[config.mk]
export PLATFORM = sky130hd
export DESIGN_NAME = range_adaptive_point_grouper_flat
export DESIGN_NICKNAME = d
export VERILOG_FILES = /design/src/rtl/rapg_pkg.sv /design/src/rtl/rapg_if.sv /design/src/rtl/rapg_isqrt.sv /design/src/rtl/rapg_datapath.sv /design/src/rtl/rapg_control.sv /design/src/rtl/range_adaptive_point_grouper.sv /design/src/flat_wrapper.sv
export VERILOG_INCLUDE_DIRS = /design/src /design/src/rtl
export SDC_FILE = /design/constraint.sdc
export NUM_CORES = 2
export LEC_CHECK = 0
export ABC_AREA = 1
export BUFFER_PORTS_ARGS = -buffer_cell sky130_fd_sc_hd__buf_2
export CORE_MARGIN = 2
export CORE_UTILIZATION = 35
export CTS_CLUSTER_SIZE = 40
export DETAILED_ROUTE_END_ITERATION = 12
export PLACE_DENSITY = 0.61
export SYNTH_ARGS = -nofsm -noshare
export SYNTH_HDL_FRONTEND = slang
export SYNTH_SLANG_ARGS = --single-unit
[constraint.sdc]
create_clock -name clock -period 7.5 [get_ports clock]
set_input_delay 2.25 -clock clock [delete_from_list [all_inputs] [get_ports clock]]
set_output_delay 2.25 -clock clock [all_outputs]
set_load 0.05 [all_outputs]
[src/rtl/range_adaptive_point_grouper_macros.svh]
// assertion macros for the range adaptive point grouper
// no dependencies; taken in by the top level with an include
`ifndef RANGE_ADAPTIVE_POINT_GROUPER_MACROS_SVH
`define RANGE_ADAPTIVE_POINT_GROUPER_MACROS_SVH
`ifndef SYNTHESIS
`define RAPG_ASSERT_IMP(label, clk, rst, ante, cons) \
   label: assert property (@(posedge clk) disable iff (rst) (ante) |-> (cons)) \
      else $error("rapg check failed in the same cycle");
`define RAPG_ASSERT_NXT(label, clk, rst, ante, cons) \
   label: assert property (@(posedge clk) disable iff (rst) (ante) |=> (cons)) \
      else $error("rapg check failed one cycle later");
`else
`define RAPG_ASSERT_IMP(label, clk, rst, ante, cons)
`define RAPG_ASSERT_NXT(label, clk, rst, ante, cons)
`endif
`endif

[src/rtl/rapg_pkg.sv]
// shared constants, codes and types of the range adaptive point grouper
// no dependencies; used by every other file but rapg_isqrt and the macros
package rapg_pkg;

   localparam int DEF_MAX_SCAN_POINTS = 4096;
   localparam int DEF_COORD_BITS      = 16;

   localparam int GAP_W       = 16;
   localparam int FRAC_W      = 16;
   localparam int MIN_W       = 13;
   localparam int IDX_OUT_W   = 12;
   localparam int CNT_OUT_W   = 13;
   localparam int SQ_SAT_BITS = 32;

   localparam int CSR_IDX_W  = 2;
   localparam int CSR_DATA_W = 16;

   localparam logic [CSR_IDX_W-1:0] CSR_BASE_GAP      = 2'd0;
   localparam logic [CSR_IDX_W-1:0] CSR_GAP_PER_RANGE = 2'd1;
   localparam logic [CSR_IDX_W-1:0] CSR_MIN_POINTS    = 2'd2;

   localparam logic [GAP_W-1:0] RST_BASE_GAP      = 16'd100;
   localparam logic [GAP_W-1:0] RST_GAP_PER_RANGE = 16'd402;
   localparam logic [MIN_W-1:0] RST_MIN_POINTS    = 13'd5;

   typedef enum logic [2:0] {
      MUL_AX,
      MUL_AY,
      MUL_DX,
      MUL_DY,
      MUL_RG,
      MUL_T
   } mul_op_type;

   typedef struct packed {
      logic       load;
      logic       diff_ld;
      logic       mul_en;
      mul_op_type mul_op;
      logic       acc_ld;
      logic       rad_ld;
      logic       d2_ld;
      logic       sqrt_start;
      logic       thr_ld;
      logic       commit;
      logic       emit1;
      logic       emit2;
   } dp_cmd_type;

   typedef struct packed {
      logic sqrt_done;
      logic pend1;
      logic pend2;
      logic out_free;
   } dp_status_type;

   typedef struct packed {
      logic [IDX_OUT_W-1:0] first;
      logic [IDX_OUT_W-1:0] last;
      logic [CNT_OUT_W-1:0] count;
   } group_type;

endpackage

[src/rtl/rapg_if.sv]
// point and group channel interfaces of the range adaptive point grouper
// depends on rapg_pkg for field widths
interface rapg_req_if #(
   parameter int COORD_BITS = rapg_pkg::DEF_COORD_BITS
);
   logic                         valid;
   logic                         ready;
   logic signed [COORD_BITS-1:0] point_x;
   logic signed [COORD_BITS-1:0] point_y;
   logic                         scan_end;

   modport source (output valid, output point_x, output point_y, output scan_end,
                   input ready);
   modport sink (input valid, input point_x, input point_y, input scan_end,
                 output ready);
endinterface

interface rapg_rsp_if;
   logic                               valid;
   logic                               ready;
   logic [rapg_pkg::IDX_OUT_W-1:0]     group_first;
   logic [rapg_pkg::IDX_OUT_W-1:0]     group_last;
   logic [rapg_pkg::CNT_OUT_W-1:0]     group_count;
   logic                               run_last;

   modport source (output valid, output group_first, output group_last,
                   output group_count, output run_last, input ready);
   modport sink (input valid, input group_first, input group_last,
                 input group_count, input run_last, output ready);
endinterface

[src/rtl/rapg_isqrt.sv]
// digit by digit integer square root, one result bit per cycle
// no package dependencies; used by rapg_datapath
module rapg_isqrt #(
   parameter int RW = 16
) (
   input  logic            clock,
   input  logic            reset,
   input  logic            start,
   input  logic [2*RW-1:0] value,
   output logic [RW-1:0]   root,
   output logic            done
);

   localparam int VW   = 2 * RW;
   localparam int REMW = RW + 2;
   localparam int CNTW = $clog2(RW);

   logic            busy_ff;
   logic [CNTW-1:0] cnt_ff;
   logic [VW-1:0]   val_ff;
   logic [REMW-1:0] rem_ff;
   logic [RW-1:0]   root_ff;

   logic [REMW+1:0] rem_sh;
   logic [REMW+1:0] trial;
   logic [REMW-1:0] rem_in;
   logic [RW-1:0]   root_in;

   always_comb begin
      rem_sh  = {rem_ff, val_ff[VW-1 -: 2]};
      trial   = (REMW+2)'({root_ff, 2'b01});
      if (rem_sh >= trial) begin
         rem_in  = REMW'(rem_sh - trial);
         root_in = {root_ff[RW-2:0], 1'b1};
      end else begin
         rem_in  = REMW'(rem_sh);
         root_in = {root_ff[RW-2:0], 1'b0};
      end
   end

   always_ff @(posedge clock) begin
      if (reset) begin
         busy_ff <= 1'b0;
         cnt_ff  <= '0;
      end else if (start) begin
         busy_ff <= 1'b1;
         cnt_ff  <= '0;
      end else if (busy_ff) begin
         cnt_ff <= cnt_ff + 1'b1;
         if (cnt_ff == CNTW'(RW - 1)) begin
            busy_ff <= 1'b0;
         end
      end
   end

   always_ff @(posedge clock) begin
      if (start) begin
         val_ff  <= value;
         rem_ff  <= '0;
         root_ff <= '0;
      end else if (busy_ff) begin
         val_ff  <= val_ff << 2;
         rem_ff  <= rem_in;
         root_ff <= root_in;
      end
   end

   assign root = root_ff;
   assign done = !busy_ff;

endmodule

[src/rtl/rapg_datapath.sv]
// datapath: input and config registers, shared multiplier, root unit,
// group bookkeeping and the output register; depends on rapg_pkg, rapg_isqrt
module rapg_datapath #(
   parameter int MAX_SCAN_POINTS = rapg_pkg::DEF_MAX_SCAN_POINTS,
   parameter int COORD_BITS      = rapg_pkg::DEF_COORD_BITS
) (
   input  logic                              clock,
   input  logic                              reset,
   input  rapg_pkg::dp_cmd_type              cmd,
   output rapg_pkg::dp_status_type           stat,
   input  logic signed [COORD_BITS-1:0]      req_point_x,
   input  logic signed [COORD_BITS-1:0]      req_point_y,
   input  logic                              req_scan_end,
   input  logic                              csr_we,
   input  logic [rapg_pkg::CSR_IDX_W-1:0]    csr_index,
   input  logic [rapg_pkg::CSR_DATA_W-1:0]   csr_wdata,
   output logic                              rsp_valid,
   input  logic                              rsp_ready,
   output logic [rapg_pkg::IDX_OUT_W-1:0]    rsp_group_first,
   output logic [rapg_pkg::IDX_OUT_W-1:0]    rsp_group_last,
   output logic [rapg_pkg::CNT_OUT_W-1:0]    rsp_group_count,
   output logic                              rsp_run_last
);

   localparam int C    = COORD_BITS;
   localparam int IW   = $clog2(MAX_SCAN_POINTS);
   localparam int NW   = $clog2(MAX_SCAN_POINTS + 1);
   localparam int TW   = ((C > rapg_pkg::GAP_W) ? C : rapg_pkg::GAP_W) + 1;
   localparam int MW   = TW;
   localparam int PW   = 2 * MW;
   localparam int ACCW = 2 * C;
   localparam int RADW = 2 * C;
   localparam int D2W  = 2 * C + 1;
   localparam int CMPW = (D2W > PW) ? D2W : PW;
   localparam int SZW  = (NW > rapg_pkg::MIN_W) ? NW : rapg_pkg::MIN_W;
   localparam logic [IW-1:0] LAST_IDX = IW'(MAX_SCAN_POINTS - 1);
   localparam logic [NW-1:0] MAX_SIZE = NW'(MAX_SCAN_POINTS);

   // configuration
   logic [rapg_pkg::GAP_W-1:0] base_gap_ff;
   logic [rapg_pkg::GAP_W-1:0] gap_ff;
   logic [rapg_pkg::MIN_W-1:0] min_ff;

   // current point
   logic signed [C-1:0] x_ff;
   logic signed [C-1:0] y_ff;
   logic                last_ff;
   logic [C-1:0]        ax_ff;
   logic [C-1:0]        ay_ff;
   logic [C-1:0]        dxm_ff;
   logic [C-1:0]        dym_ff;

   // arithmetic
   logic [MW-1:0]   mul_a;
   logic [MW-1:0]   mul_b;
   logic [PW-1:0]   prod_ff;
   logic [ACCW-1:0] acc_ff;
   logic [RADW-1:0] rad_ff;
   logic [D2W-1:0]  d2_ff;
   logic [TW-1:0]   t_ff;
   logic [C-1:0]    root;
   logic            sqrt_done;

   // group state
   logic signed [C-1:0] prev_x_ff;
   logic signed [C-1:0] prev_y_ff;
   logic [IW-1:0]       gstart_ff;
   logic [NW-1:0]       gsize_ff;
   logic [IW-1:0]       pidx_ff;

   logic                pend1_ff;
   logic                pend2_ff;
   rapg_pkg::group_type res1_ff;
   rapg_pkg::group_type res2_ff;
   rapg_pkg::group_type out_ff;
   logic                out_last_ff;
   logic                out_valid_ff;

   // combinational values
   logic [C-1:0]        ax_in;
   logic [C-1:0]        ay_in;
   logic signed [C:0]   dx_s;
   logic signed [C:0]   dy_s;
   logic [C-1:0]        dxm_in;
   logic [C-1:0]        dym_in;
   logic                t_ok;
   logic                brk;
   logic [IW-1:0]       before_idx;
   logic [NW-1:0]       size_kept;
   logic [IW-1:0]       gstart_in;
   logic [NW-1:0]       gsize_in;
   logic [IW-1:0]       pidx_in;
   logic                pend1_in;
   logic                pend2_in;
   rapg_pkg::group_type res1_in;
   rapg_pkg::group_type res2_in;
   logic                out_free;

   rapg_isqrt #(
      .RW (C)
   ) u_isqrt (
      .clock (clock),
      .reset (reset),
      .start (cmd.sqrt_start),
      .value (rad_ff),
      .root  (root),
      .done  (sqrt_done)
   );

   // magnitudes; the most negative code maps to its unsigned magnitude
   always_comb begin
      ax_in  = req_point_x[C-1] ? $unsigned(-req_point_x) : $unsigned(req_point_x);
      ay_in  = req_point_y[C-1] ? $unsigned(-req_point_y) : $unsigned(req_point_y);
      dx_s   = {x_ff[C-1], x_ff} - {prev_x_ff[C-1], prev_x_ff};
      dy_s   = {y_ff[C-1], y_ff} - {prev_y_ff[C-1], prev_y_ff};
      dxm_in = dx_s[C] ? C'($unsigned(-dx_s)) : C'($unsigned(dx_s));
      dym_in = dy_s[C] ? C'($unsigned(-dy_s)) : C'($unsigned(dy_s));
   end

   always_comb begin
      case (cmd.mul_op)
         rapg_pkg::MUL_AX: begin
            mul_a = MW'(ax_ff);
            mul_b = MW'(ax_ff);
         end
         rapg_pkg::MUL_AY: begin
            mul_a = MW'(ay_ff);
            mul_b = MW'(ay_ff);
         end
         rapg_pkg::MUL_DX: begin
            mul_a = MW'(dxm_ff);
            mul_b = MW'(dxm_ff);
         end
         rapg_pkg::MUL_DY: begin
            mul_a = MW'(dym_ff);
            mul_b = MW'(dym_ff);
         end
         rapg_pkg::MUL_RG: begin
            mul_a = MW'(root);
            mul_b = MW'(gap_ff);
         end
         rapg_pkg::MUL_T: begin
            mul_a = t_ff;
            mul_b = t_ff;
         end
         default: begin
            mul_a = '0;
            mul_b = '0;
         end
      endcase
   end

   // breaks need t below 2^32, which the TW-bit t always is; its square fits prod_ff
   always_comb begin
      t_ok       = TW'(t_ff >> rapg_pkg::SQ_SAT_BITS) == '0;
      brk        = (gsize_ff != '0) && t_ok && (CMPW'(d2_ff) > CMPW'(prod_ff));
      before_idx = (pidx_ff == '0) ? LAST_IDX : pidx_ff - 1'b1;
      pend1_in   = brk && (SZW'(gsize_ff) >= SZW'(min_ff));
      res1_in.first = rapg_pkg::IDX_OUT_W'(gstart_ff);
      res1_in.last  = rapg_pkg::IDX_OUT_W'(before_idx);
      res1_in.count = rapg_pkg::CNT_OUT_W'(gsize_ff);
      size_kept  = brk ? '0 : gsize_ff;
      if (size_kept == '0) begin
         gstart_in = pidx_ff;
         gsize_in  = NW'(1);
      end else begin
         gstart_in = gstart_ff;
         gsize_in  = (size_kept < MAX_SIZE) ? size_kept + 1'b1 : size_kept;
      end
      pend2_in   = last_ff && (SZW'(gsize_in) >= SZW'(min_ff));
      res2_in.first = rapg_pkg::IDX_OUT_W'(gstart_in);
      res2_in.last  = rapg_pkg::IDX_OUT_W'(pidx_ff);
      res2_in.count = rapg_pkg::CNT_OUT_W'(gsize_in);
      if (last_ff || pidx_ff == LAST_IDX) begin
         pidx_in = '0;
      end else begin
         pidx_in = pidx_ff + 1'b1;
      end
   end

   assign out_free = !out_valid_ff || rsp_ready;

   always_ff @(posedge clock) begin
      if (reset) begin
         base_gap_ff  <= rapg_pkg::RST_BASE_GAP;
         gap_ff       <= rapg_pkg::RST_GAP_PER_RANGE;
         min_ff       <= rapg_pkg::RST_MIN_POINTS;
         prev_x_ff    <= '0;
         prev_y_ff    <= '0;
         gstart_ff    <= '0;
         gsize_ff     <= '0;
         pidx_ff      <= '0;
         pend1_ff     <= 1'b0;
         pend2_ff     <= 1'b0;
         out_valid_ff <= 1'b0;
      end else begin
         if (csr_we) begin
            case (csr_index)
               rapg_pkg::CSR_BASE_GAP:      base_gap_ff <= csr_wdata;
               rapg_pkg::CSR_GAP_PER_RANGE: gap_ff      <= csr_wdata;
               rapg_pkg::CSR_MIN_POINTS:    min_ff      <= rapg_pkg::MIN_W'(csr_wdata);
               default: ;
            endcase
         end
         if (cmd.commit) begin
            prev_x_ff <= x_ff;
            prev_y_ff <= y_ff;
            gstart_ff <= gstart_in;
            gsize_ff  <= last_ff ? '0 : gsize_in;
            pidx_ff   <= pidx_in;
            pend1_ff  <= pend1_in;
            pend2_ff  <= pend2_in;
         end else if (cmd.emit1) begin
            pend1_ff <= 1'b0;
         end else if (cmd.emit2) begin
            pend2_ff <= 1'b0;
         end
         if (cmd.emit1 || cmd.emit2) begin
            out_valid_ff <= 1'b1;
         end else if (rsp_ready) begin
            out_valid_ff <= 1'b0;
         end
      end
   end

   always_ff @(posedge clock) begin
      if (cmd.load) begin
         x_ff    <= req_point_x;
         y_ff    <= req_point_y;
         last_ff <= req_scan_end;
         ax_ff   <= ax_in;
         ay_ff   <= ay_in;
      end
      if (cmd.diff_ld) begin
         dxm_ff <= dxm_in;
         dym_ff <= dym_in;
      end
      if (cmd.mul_en) begin
         prod_ff <= PW'(mul_a) * PW'(mul_b);
      end
      if (cmd.acc_ld) begin
         acc_ff <= ACCW'(prod_ff);
      end
      if (cmd.rad_ld) begin
         rad_ff <= RADW'(acc_ff) + RADW'(prod_ff);
      end
      if (cmd.d2_ld) begin
         d2_ff <= D2W'(acc_ff) + D2W'(prod_ff);
      end
      if (cmd.thr_ld) begin
         t_ff <= TW'(base_gap_ff) + TW'(prod_ff >> rapg_pkg::FRAC_W);
      end
      if (cmd.commit) begin
         res1_ff <= res1_in;
         res2_ff <= res2_in;
      end
      if (cmd.emit1) begin
         out_ff      <= res1_ff;
         out_last_ff <= !pend2_ff;
      end else if (cmd.emit2) begin
         out_ff      <= res2_ff;
         out_last_ff <= 1'b1;
      end
   end

   always_comb begin
      stat.sqrt_done = sqrt_done;
      stat.pend1     = pend1_ff;
      stat.pend2     = pend2_ff;
      stat.out_free  = out_free;
   end

   assign rsp_valid       = out_valid_ff;
   assign rsp_group_first = out_ff.first;
   assign rsp_group_last  = out_ff.last;
   assign rsp_group_count = out_ff.count;
   assign rsp_run_last    = out_last_ff;

endmodule

[src/rtl/rapg_control.sv]
// controller: sequences the shared multiplier, the root unit, the commit
// and up to two result words per point; depends on rapg_pkg
module rapg_control (
   input  logic                    clock,
   input  logic                    reset,
   input  logic                    req_valid,
   output logic                    req_ready,
   output rapg_pkg::dp_cmd_type    cmd,
   input  rapg_pkg::dp_status_type stat
);

   typedef enum logic [3:0] {
      S_IDLE,
      S_MAG,
      S_SQY,
      S_SQDX,
      S_SQDY,
      S_SUMD,
      S_ROOT,
      S_MULRG,
      S_THR,
      S_MULT,
      S_DECIDE,
      S_EMIT
   } state_type;

   state_type state_ff;
   state_type state_in;
   logic      ready_ff;
   logic      ready_in;

   always_comb begin
      cmd      = '0;
      state_in = state_ff;
      case (state_ff)
         S_IDLE: begin
            if (ready_ff && req_valid) begin
               cmd.load = 1'b1;
               state_in = S_MAG;
            end
         end
         S_MAG: begin
            cmd.diff_ld = 1'b1;
            cmd.mul_en  = 1'b1;
            cmd.mul_op  = rapg_pkg::MUL_AX;
            state_in    = S_SQY;
         end
         S_SQY: begin
            cmd.mul_en = 1'b1;
            cmd.mul_op = rapg_pkg::MUL_AY;
            cmd.acc_ld = 1'b1;
            state_in   = S_SQDX;
         end
         S_SQDX: begin
            cmd.mul_en = 1'b1;
            cmd.mul_op = rapg_pkg::MUL_DX;
            cmd.rad_ld = 1'b1;
            state_in   = S_SQDY;
         end
         S_SQDY: begin
            cmd.mul_en     = 1'b1;
            cmd.mul_op     = rapg_pkg::MUL_DY;
            cmd.acc_ld     = 1'b1;
            cmd.sqrt_start = 1'b1;
            state_in       = S_SUMD;
         end
         S_SUMD: begin
            cmd.d2_ld = 1'b1;
            state_in  = S_ROOT;
         end
         S_ROOT: begin
            if (stat.sqrt_done) begin
               state_in = S_MULRG;
            end
         end
         S_MULRG: begin
            cmd.mul_en = 1'b1;
            cmd.mul_op = rapg_pkg::MUL_RG;
            state_in   = S_THR;
         end
         S_THR: begin
            cmd.thr_ld = 1'b1;
            state_in   = S_MULT;
         end
         S_MULT: begin
            cmd.mul_en = 1'b1;
            cmd.mul_op = rapg_pkg::MUL_T;
            state_in   = S_DECIDE;
         end
         S_DECIDE: begin
            cmd.commit = 1'b1;
            state_in   = S_EMIT;
         end
         S_EMIT: begin
            // break word goes out before the flush word
            if (stat.pend1) begin
               cmd.emit1 = stat.out_free;
            end else if (stat.pend2) begin
               cmd.emit2 = stat.out_free;
            end else begin
               state_in = S_IDLE;
            end
         end
         default: begin
            state_in = S_IDLE;
         end
      endcase
      ready_in = (state_in == S_IDLE);
   end

   always_ff @(posedge clock) begin
      if (reset) begin
         state_ff <= S_IDLE;
         ready_ff <= 1'b1;
      end else begin
         state_ff <= state_in;
         ready_ff <= ready_in;
      end
   end

   assign req_ready = ready_ff;

endmodule

[src/rtl/range_adaptive_point_grouper.sv]
// Range adaptive point grouper. Points of a laser scan come in on req_if in
// scan order (x, y in millimetres, scan_end on the last point). A point opens
// a new group when its squared gap to the previous point exceeds the square
// of base_gap_mm + floor(range * gap_per_range / 2^16), range = floor(|p|).
// Each closed group of at least min_points points goes out on rsp_if as one
// word (first index, last index, count); run_last marks the last word a point
// causes. A breaking point that also ends the scan can give two words.
// Points are taken one at a time: the next is accepted only once the last has
// committed and loaded its words. The bit-serial square root of the range
// takes most of the work per point, the rest being steps of the one shared
// multiplier, the sums and the commit.
// Reset is synchronous: it clears the group state and loads the register
// defaults (100, 402, 5). A stalled rsp_if holds its word in the output
// register; the next point is still taken and worked on, and waits only when
// its own word needs that register. csr_we writes register csr_index.
// depends on rapg_pkg, rapg_if, rapg_control, rapg_datapath and the macros
`include "range_adaptive_point_grouper_macros.svh"

module range_adaptive_point_grouper #(
   parameter int MAX_SCAN_POINTS = rapg_pkg::DEF_MAX_SCAN_POINTS,
   parameter int COORD_BITS      = rapg_pkg::DEF_COORD_BITS
) (
   input  logic                            clock,
   input  logic                            reset,
   rapg_req_if.sink                        req_if,
   rapg_rsp_if.source                      rsp_if,
   input  logic                            csr_we,
   input  logic [rapg_pkg::CSR_IDX_W-1:0]  csr_index,
   input  logic [rapg_pkg::CSR_DATA_W-1:0] csr_wdata
);

   rapg_pkg::dp_cmd_type    cmd;
   rapg_pkg::dp_status_type stat;
   logic                    ctl_ready;

   rapg_control u_control (
      .clock     (clock),
      .reset     (reset),
      .req_valid (req_if.valid),
      .req_ready (ctl_ready),
      .cmd       (cmd),
      .stat      (stat)
   );

   rapg_datapath #(
      .MAX_SCAN_POINTS (MAX_SCAN_POINTS),
      .COORD_BITS      (COORD_BITS)
   ) u_datapath (
      .clock           (clock),
      .reset           (reset),
      .cmd             (cmd),
      .stat            (stat),
      .req_point_x     (req_if.point_x),
      .req_point_y     (req_if.point_y),
      .req_scan_end    (req_if.scan_end),
      .csr_we          (csr_we),
      .csr_index       (csr_index),
      .csr_wdata       (csr_wdata),
      .rsp_valid       (rsp_if.valid),
      .rsp_ready       (rsp_if.ready),
      .rsp_group_first (rsp_if.group_first),
      .rsp_group_last  (rsp_if.group_last),
      .rsp_group_count (rsp_if.group_count),
      .rsp_run_last    (rsp_if.run_last)
   );

   assign req_if.ready = ctl_ready;

   // one point in flight at a time
   `RAPG_ASSERT_NXT(a_accept_blocks_next, clock, reset, req_if.valid && req_if.ready, !req_if.ready)
   // a word is only loaded when the output register is free
   `RAPG_ASSERT_IMP(a_emit_into_free, clock, reset, cmd.emit1 || cmd.emit2, stat.out_free)
   // the root unit is never restarted mid run
   `RAPG_ASSERT_IMP(a_sqrt_start_idle, clock, reset, cmd.sqrt_start, stat.sqrt_done)
   // break word and flush word never load together
   `RAPG_ASSERT_IMP(a_single_emit, clock, reset, cmd.emit1, !cmd.emit2)

endmodule

[src/flat_wrapper.sv]
// flat-port wrapper written by rule: the top's interface ports become plain ports
module range_adaptive_point_grouper_flat 
#(
   parameter int MAX_SCAN_POINTS = rapg_pkg::DEF_MAX_SCAN_POINTS,
   parameter int COORD_BITS      = rapg_pkg::DEF_COORD_BITS
)
  (clock, reset, csr_we, csr_index, csr_wdata, req_if_valid, req_if_point_x, req_if_point_y, req_if_scan_end, req_if_ready, rsp_if_valid, rsp_if_group_first, rsp_if_group_last, rsp_if_group_count, rsp_if_run_last, rsp_if_ready);
  rapg_req_if #(.COORD_BITS(COORD_BITS)) req_if_i ();
  rapg_rsp_if rsp_if_i ();
  input  logic clock;
  input  logic reset;
  input  logic csr_we;
  input  logic [rapg_pkg::CSR_IDX_W-1:0] csr_index;
  input  logic [rapg_pkg::CSR_DATA_W-1:0] csr_wdata;
  input wire logic [$bits(req_if_i.valid)-1:0] req_if_valid;
  input wire logic [$bits(req_if_i.point_x)-1:0] req_if_point_x;
  input wire logic [$bits(req_if_i.point_y)-1:0] req_if_point_y;
  input wire logic [$bits(req_if_i.scan_end)-1:0] req_if_scan_end;
  output wire logic [$bits(req_if_i.ready)-1:0] req_if_ready;
  output wire logic [$bits(rsp_if_i.valid)-1:0] rsp_if_valid;
  output wire logic [$bits(rsp_if_i.group_first)-1:0] rsp_if_group_first;
  output wire logic [$bits(rsp_if_i.group_last)-1:0] rsp_if_group_last;
  output wire logic [$bits(rsp_if_i.group_count)-1:0] rsp_if_group_count;
  output wire logic [$bits(rsp_if_i.run_last)-1:0] rsp_if_run_last;
  input wire logic [$bits(rsp_if_i.ready)-1:0] rsp_if_ready;
  assign req_if_i.valid = req_if_valid;
  assign req_if_i.point_x = req_if_point_x;
  assign req_if_i.point_y = req_if_point_y;
  assign req_if_i.scan_end = req_if_scan_end;
  assign req_if_ready = req_if_i.ready;
  assign rsp_if_valid = rsp_if_i.valid;
  assign rsp_if_group_first = rsp_if_i.group_first;
  assign rsp_if_group_last = rsp_if_i.group_last;
  assign rsp_if_group_count = rsp_if_i.group_count;
  assign rsp_if_run_last = rsp_if_i.run_last;
  assign rsp_if_i.ready = rsp_if_ready;
  range_adaptive_point_grouper #(.MAX_SCAN_POINTS(MAX_SCAN_POINTS), .COORD_BITS(COORD_BITS)) u_core (.clock(clock), .reset(reset), .req_if(req_if_i), .rsp_if(rsp_if_i), .csr_we(csr_we), .csr_index(csr_index), .csr_wdata(csr_wdata));
endmodule
# Yosys cells after proc, flatten, opt, wreduce, memory -nomap -nowiden
# Cells that the tools add are included.
# word_totals
inputBits	56
output_inout_bits	40
regBits	550
wordCells	159
# classes
mux	49
n_lt_le_gt_ge	5
n_mul	1
addsub	14
n_reduce_logical	27
eq_ne	21
# ops
cell	n
case mux 17 bit (6 select lines)	2
2-to-1 mux 37 bit	2
2-to-1 mux 32 bit	2
negation 16 bit	4
2-to-1 mux 13 bit	4
case mux 4 bit (12 select lines)	1
greater-than comparator 33 x 34 -> 1 bit	1
multiplier 17 x 17 -> 34 bit	1
subtractor 16 x 16 -> 17 bit	2
adder 32 x 33 -> 33 bit	1
adder 32 bit	1
2-to-1 mux 16 bit	2
2-to-1 mux 15 bit	2
greater-or-equal comparator 13 bit	2
2-to-1 mux 1 bit	25
2-to-1 mux 12 bit	2
case mux 4 bit (6 select lines)	1
equality test 4 bit, second input constant	5
greater-or-equal comparator 20 x 18 -> 1 bit	1
2-to-1 mux 18 bit	1
subtractor 18 bit	1
adder 16 x 17 -> 17 bit	1
equality test 4 x 3 -> 1 bit, second input constant	4
2-to-1 mux 4 bit	4
27 further kinds	45

# Depth between registers and ports, before layout
# logic_depth
word_depth	9
depth_mapped	39

# By module
# A second synthesis with hierarchy kept.
# unflattened
hier_cells	4426
area_unflattened_um2	38415.6
# by_module_without_submodules
module	cells_each	area_per_inst_um2	instances	seq_area_each_um2
rapg_datapath	3775	33649.8	1	13002.5
rapg_isqrt	574	4324.1	1	1741.7
rapg_control	77	441.7	1	100.1

# Least setup slack after synthesis
# Ideal clock, no wire load.
# synth_path
path_kind	reg-to-reg
start	reg u_core.u_control.state_ff[2]
end	reg u_core.u_datapath.prod_ff[28], data pin
synth_period_minus_slack_ns	6.911
stages_incl_launch_ff	31
t_arrival_ns	6.646
path_buffers	2
slack_ns	0.589
t_required_ns	7.235
path_cell_list	dfxtp_1 nor2_1 inv_2 nor2_4 buf_2 a22o_1 inv_1 nand4_4 buf_2 nand2_1 fa_1 inv_1 fa_1 inv_1 fa_1 inv_1 fa_1 fa_1 inv_1 fa_1 inv_1 ha_1 a21oi_1 o21ai_0 a21oi_1 inv_1 a21boi_1 nor2_1 nand2_1 o211ai_1 xor2_1
# synth_via
elab_chain_len	5
word_cells_on_any_way	16
cone_classes	mul (1); eq/ne (11); mux (3); reduce/logical (1)
# synth_lines
item	line_no	source
from (decl)	rapg_control.sv:27	state_type state_ff;
from (signal assigned)	rapg_control.sv:116	state_ff <= state_in;
equality test 4 bit, or another cell as far along	rapg_control.sv:35	case (state_ff)
case mux 4 bit (6 select lines) *	rapg_control.sv:35	
equality test 3 bit, or another cell as far along	rapg_datapath.sv:121	case (cmd.mul_op)
case mux 17 bit (6 select lines)	rapg_datapath.sv:121	
multiplier 17 x 17 -> 34 bit *	rapg_datapath.sv:239	prod_ff <= PW'(mul_a) * PW'(mul_b);
to (signal assigned)	rapg_datapath.sv:239	
to (decl)	rapg_datapath.sv:56	logic [PW-1:0] prod_ff;
# Every way passes the cells marked *; elsewhere a longest branch is shown, timed or not.
# A chain may end at the register's enable or synchronous reset.

# Worst setup path in the final report
# layout_path
start	reg u_core.u_control.state_ff[2]
end	reg u_core.u_datapath.prod_ff[31], data pin
# Same word-level chain as after synthesis.

==> results.yml <==
timing:
  hold_viol: 0
  setup_tns_ps: 0
  rsz0062_at_grt: "false"
  post-route-period-util_pct: 95.2
  fmax_mhz: 140
  finalClockSkew_ps: 34.0
  final_max_slew_viol_count: 0
  tightest_slew_ps: 1200
  period_needed_ps: 7140
  setup_viol: 0
  slew-limit-headroom_pct: 19.9
clocking:
  h-tree-depth: 2
  clock_path_buffers: 3
  cts_root_buf: "clkbuf_16"
  cts.sinks: 548
  cts_tree: "yes"
  cts_made_buffers: 61
  clkSlewWorstSetupHoldPaths_ps: 60
  postCtsHoldBufs: 0
  clk_latency_ps: 670
detailed_routing:
  drc_errors: 0
  ant_nets: 0
  viasPerCell: 4.87
  postRouteWirelength_mm: 97.2
  first_pass_iters: 7
  drt_iter0_drc: 1980
  vias: 28360
  post_drt_wl_per_cell_microns: 16.7
synthesis:
  synthFlopType: "edfxtp_1"
  yosysWarnings: 0
  synth-seq-area-share_pct: 39.1
  synth_seq_cells: 548
  synth_edf_count: 387
  synth.distinct_cells: 76
  async_flop_share_pct: 0
  syn_avg_cell_area_sq_um: 8.93
  syn_nets: 4807
  syn_area_sq_mm: 0.0379
  postSynthCellCount: 4248
floorplan:
  io_pins: 96
  fp-row-count: 120
  start_util_pct: 35.4
  design.die.area_sq_mm: 0.111
  die_h_microns: 333
  core_area_sq_mm: 0.107
  dieWidth_microns: 333
critical_path:
  worst_setup_path_end_kind: "flip-flop"
  critPathLaunchType: "flip-flop"
  slowest_stage: "fa_1"
  timing.reg2reg.worst_path_depth: 32
  crit_fanout: 17
  cp.required_ps: 7900
  path_class: "flip-flop to flip-flop"
  worstPathArrival_ps: 7540
  max_stage_delay_ps: 550
global_routing:
  first_global_vias: 27783
  gr-total-overflow: 0
  antenna_found_initial: 2
  grt_usage_pct: 17.5
  grt_start_max_net_pins: 82
  grt_pass1_wl_mm: 154
layout:
  antenna_cells: 0
  drive_above_1_share_pct: 9.02
  area_delta_synth_final_pct: 12.0
  fin_nets: 4932
  final_cell_area_sq_mm: 0.0425
hold_path:
  min_path_cells: 2
  min_path_type: "flip-flop to flip-flop"
status:
  status: "complete, no violations"
placement:
  portBuffers: 95
  gp_congestion: 0.923
  hpwl_mm: 75.0
  place_area_sq_mm: 0.0401
job:
  drv_cap: 0
[kinds of logic after synthesis]
| kind of cell | after synthesis | share of synthesized area (%) |
|---|---|---|
| fa+ha+maj | 503 | 21.1 |
| mux | 1 | 0.0264 |
| xor+xnor | 161 | 3.76 |
| flops | 548 | 39.1 |
| simple gates | 1524 | 16.8 |
| compound gates | 584 | 9.60 |
| buf+inv | 927 | 9.52 |
[cell usage after synthesis, types with 6 or more instances]
cell / n / share of area, %
nand2_1: 973 / 9.6
inv_1: 798 / 7.9
edfxtp_1: 387 / 31
nor2_1: 284 / 2.8
ha_1: 275 / 9.1
fa_1: 228 / 12
a21oi_1: 218 / 2.9
dfxtp_1: 161 / 8.5
o21ai_0: 146 / 1.9
nand3_1: 123 / 1.6
xor2_1: 107 / 2.5
clkbuf_1: 52 / 0.51
xnor2_1: 52 / 1.2
buf_2: 35 / 0.46
nor3_1: 35 / 0.46
nand4_1: 34 / 0.56
o21ai_1: 29 / 0.38
a22oi_1: 22 / 0.44
a31oi_1: 21 / 0.35
inv_2: 21 / 0.21
o211ai_1: 20 / 0.40
a211oi_1: 16 / 0.32
a22o_1: 14 / 0.32
nor4_1: 14 / 0.23
and2_1: 12 / 0.20
buf_6: 10 / 0.30
o21a_1: 10 / 0.20
a21o_1: 9 / 0.18
o21ai_2: 9 / 0.21
o31ai_1: 9 / 0.18
o21bai_1: 8 / 0.16
a21boi_1: 7 / 0.14
nor2_2: 7 / 0.12
a22oi_4: 6 / 0.34
nand2_2: 6 / 0.099
[layout make-up]
class                      instances  area, sq um
multi-input combinational       2773        19700
inverter                         822         3120
timing repair buffer             167         1050
tap                             1403         1760
sequential                       548        14800
fill                           10757        64700
clock buffer                      92         1780
clock inverter                    23          251
[stage by stage]
stage | hold WS (ps) | utilization, % | cells | setup slack (ps)
after floorplan | 406 | - | 4248 | 589
after global placement | 438 | 37.4 | 5697 | 155
after detailed placement | 442 | 37.4 | 5697 | 137
after CTS | 455 | 39.3 | 5812 | 120
after global routing | 466 | 39.6 | 5828 | 18.9
final | 454 | 39.6 | 5828 | 364
[state kept, by name (all words and copies together), names as in the netlist, 17 cells and up]
name,cells
u_core.u_datapath.acc_ff,32
u_core.u_datapath.d2_ff,33
u_core.u_datapath.prod_ff,34
u_core.u_datapath.rad_ff,32
u_core.u_datapath.res1_ff,37
u_core.u_datapath.res2_ff,37
u_core.u_datapath.t_ff,17
u_core.u_datapath.u_isqrt.rem_ff,18
u_core.u_datapath.u_isqrt.val_ff,32
[layout by cell type, fill, tap and decap left out, drive strengths merged, types with 14 or more instances in the layout]
cell	instances
o211ai	21
o21ai	184
dfxtp	161
edfxtp	387
fa	228
clkbuf	92
nor4	17
nand2	982
xor2	108
ha	275
xnor2	53
nor2	295
buf	167
a21oi	223
a22oi	29
clkinv	17
inv	815
a211oi	16
nand3	124
nor3	38
a22o	14
a31oi	21
nand4	43
[path summary, 6_finish.rpt]
kind / to / start / slack [ps]
max: u_core.u_datapath.prod_ff[31]$_DFFE_PN_ / u_core.u_control.state_ff[2]$_SDFF_PP0_ / 360
min: u_core.u_datapath.u_isqrt.rem_ff[17]$_SDFFE_PP0P_ / u_core.u_datapath.u_isqrt.rem_ff[17]$_SDFFE_PP0P_ / 450
max reg2reg: u_core.u_datapath.prod_ff[31]$_DFFE_PN_ / u_core.u_control.state_ff[2]$_SDFF_PP0_ / 360
min reg2reg: u_core.u_datapath.u_isqrt.rem_ff[17]$_SDFFE_PP0P_ / u_core.u_datapath.u_isqrt.rem_ff[17]$_SDFFE_PP0P_ / 450
[routing by layer]
layer  up-vias  part of all wire [%]  global-route usage (%)
met1     13546                    47                    24.7
met3       152                   5.6                    2.58
met5         -                     0                       0
met4         0                   3.1                    5.87
li1      13929                     -                       -
met2       733                    44                    27.5
[timing repair]
| item | CTS | global route |
|---|---|---|
| endpoints found under the hold margin | 0 | 0 |
| endpoints found under the setup margin | 0 | 14 |
| resized for setup | 0 | 56 |
| setup buffers | 0 | 16 |
[worst max-delay path, delay by kind of cell (launching register included)]
family / cells / cell delay [ps]
and+or+nand+nor: 9 / 970
buffers and inverters: 10 / 1020
xor gates and xnor gates: 1 / 150
DFF: 1 / 390
AOI/OAI and AO/OA: 5 / 950
adders and majority gates: 7 / 3410
Power is left out: the tool's default activity adds up to more than one toggle a clock period on the data nets, which glitch-free logic cannot reach.
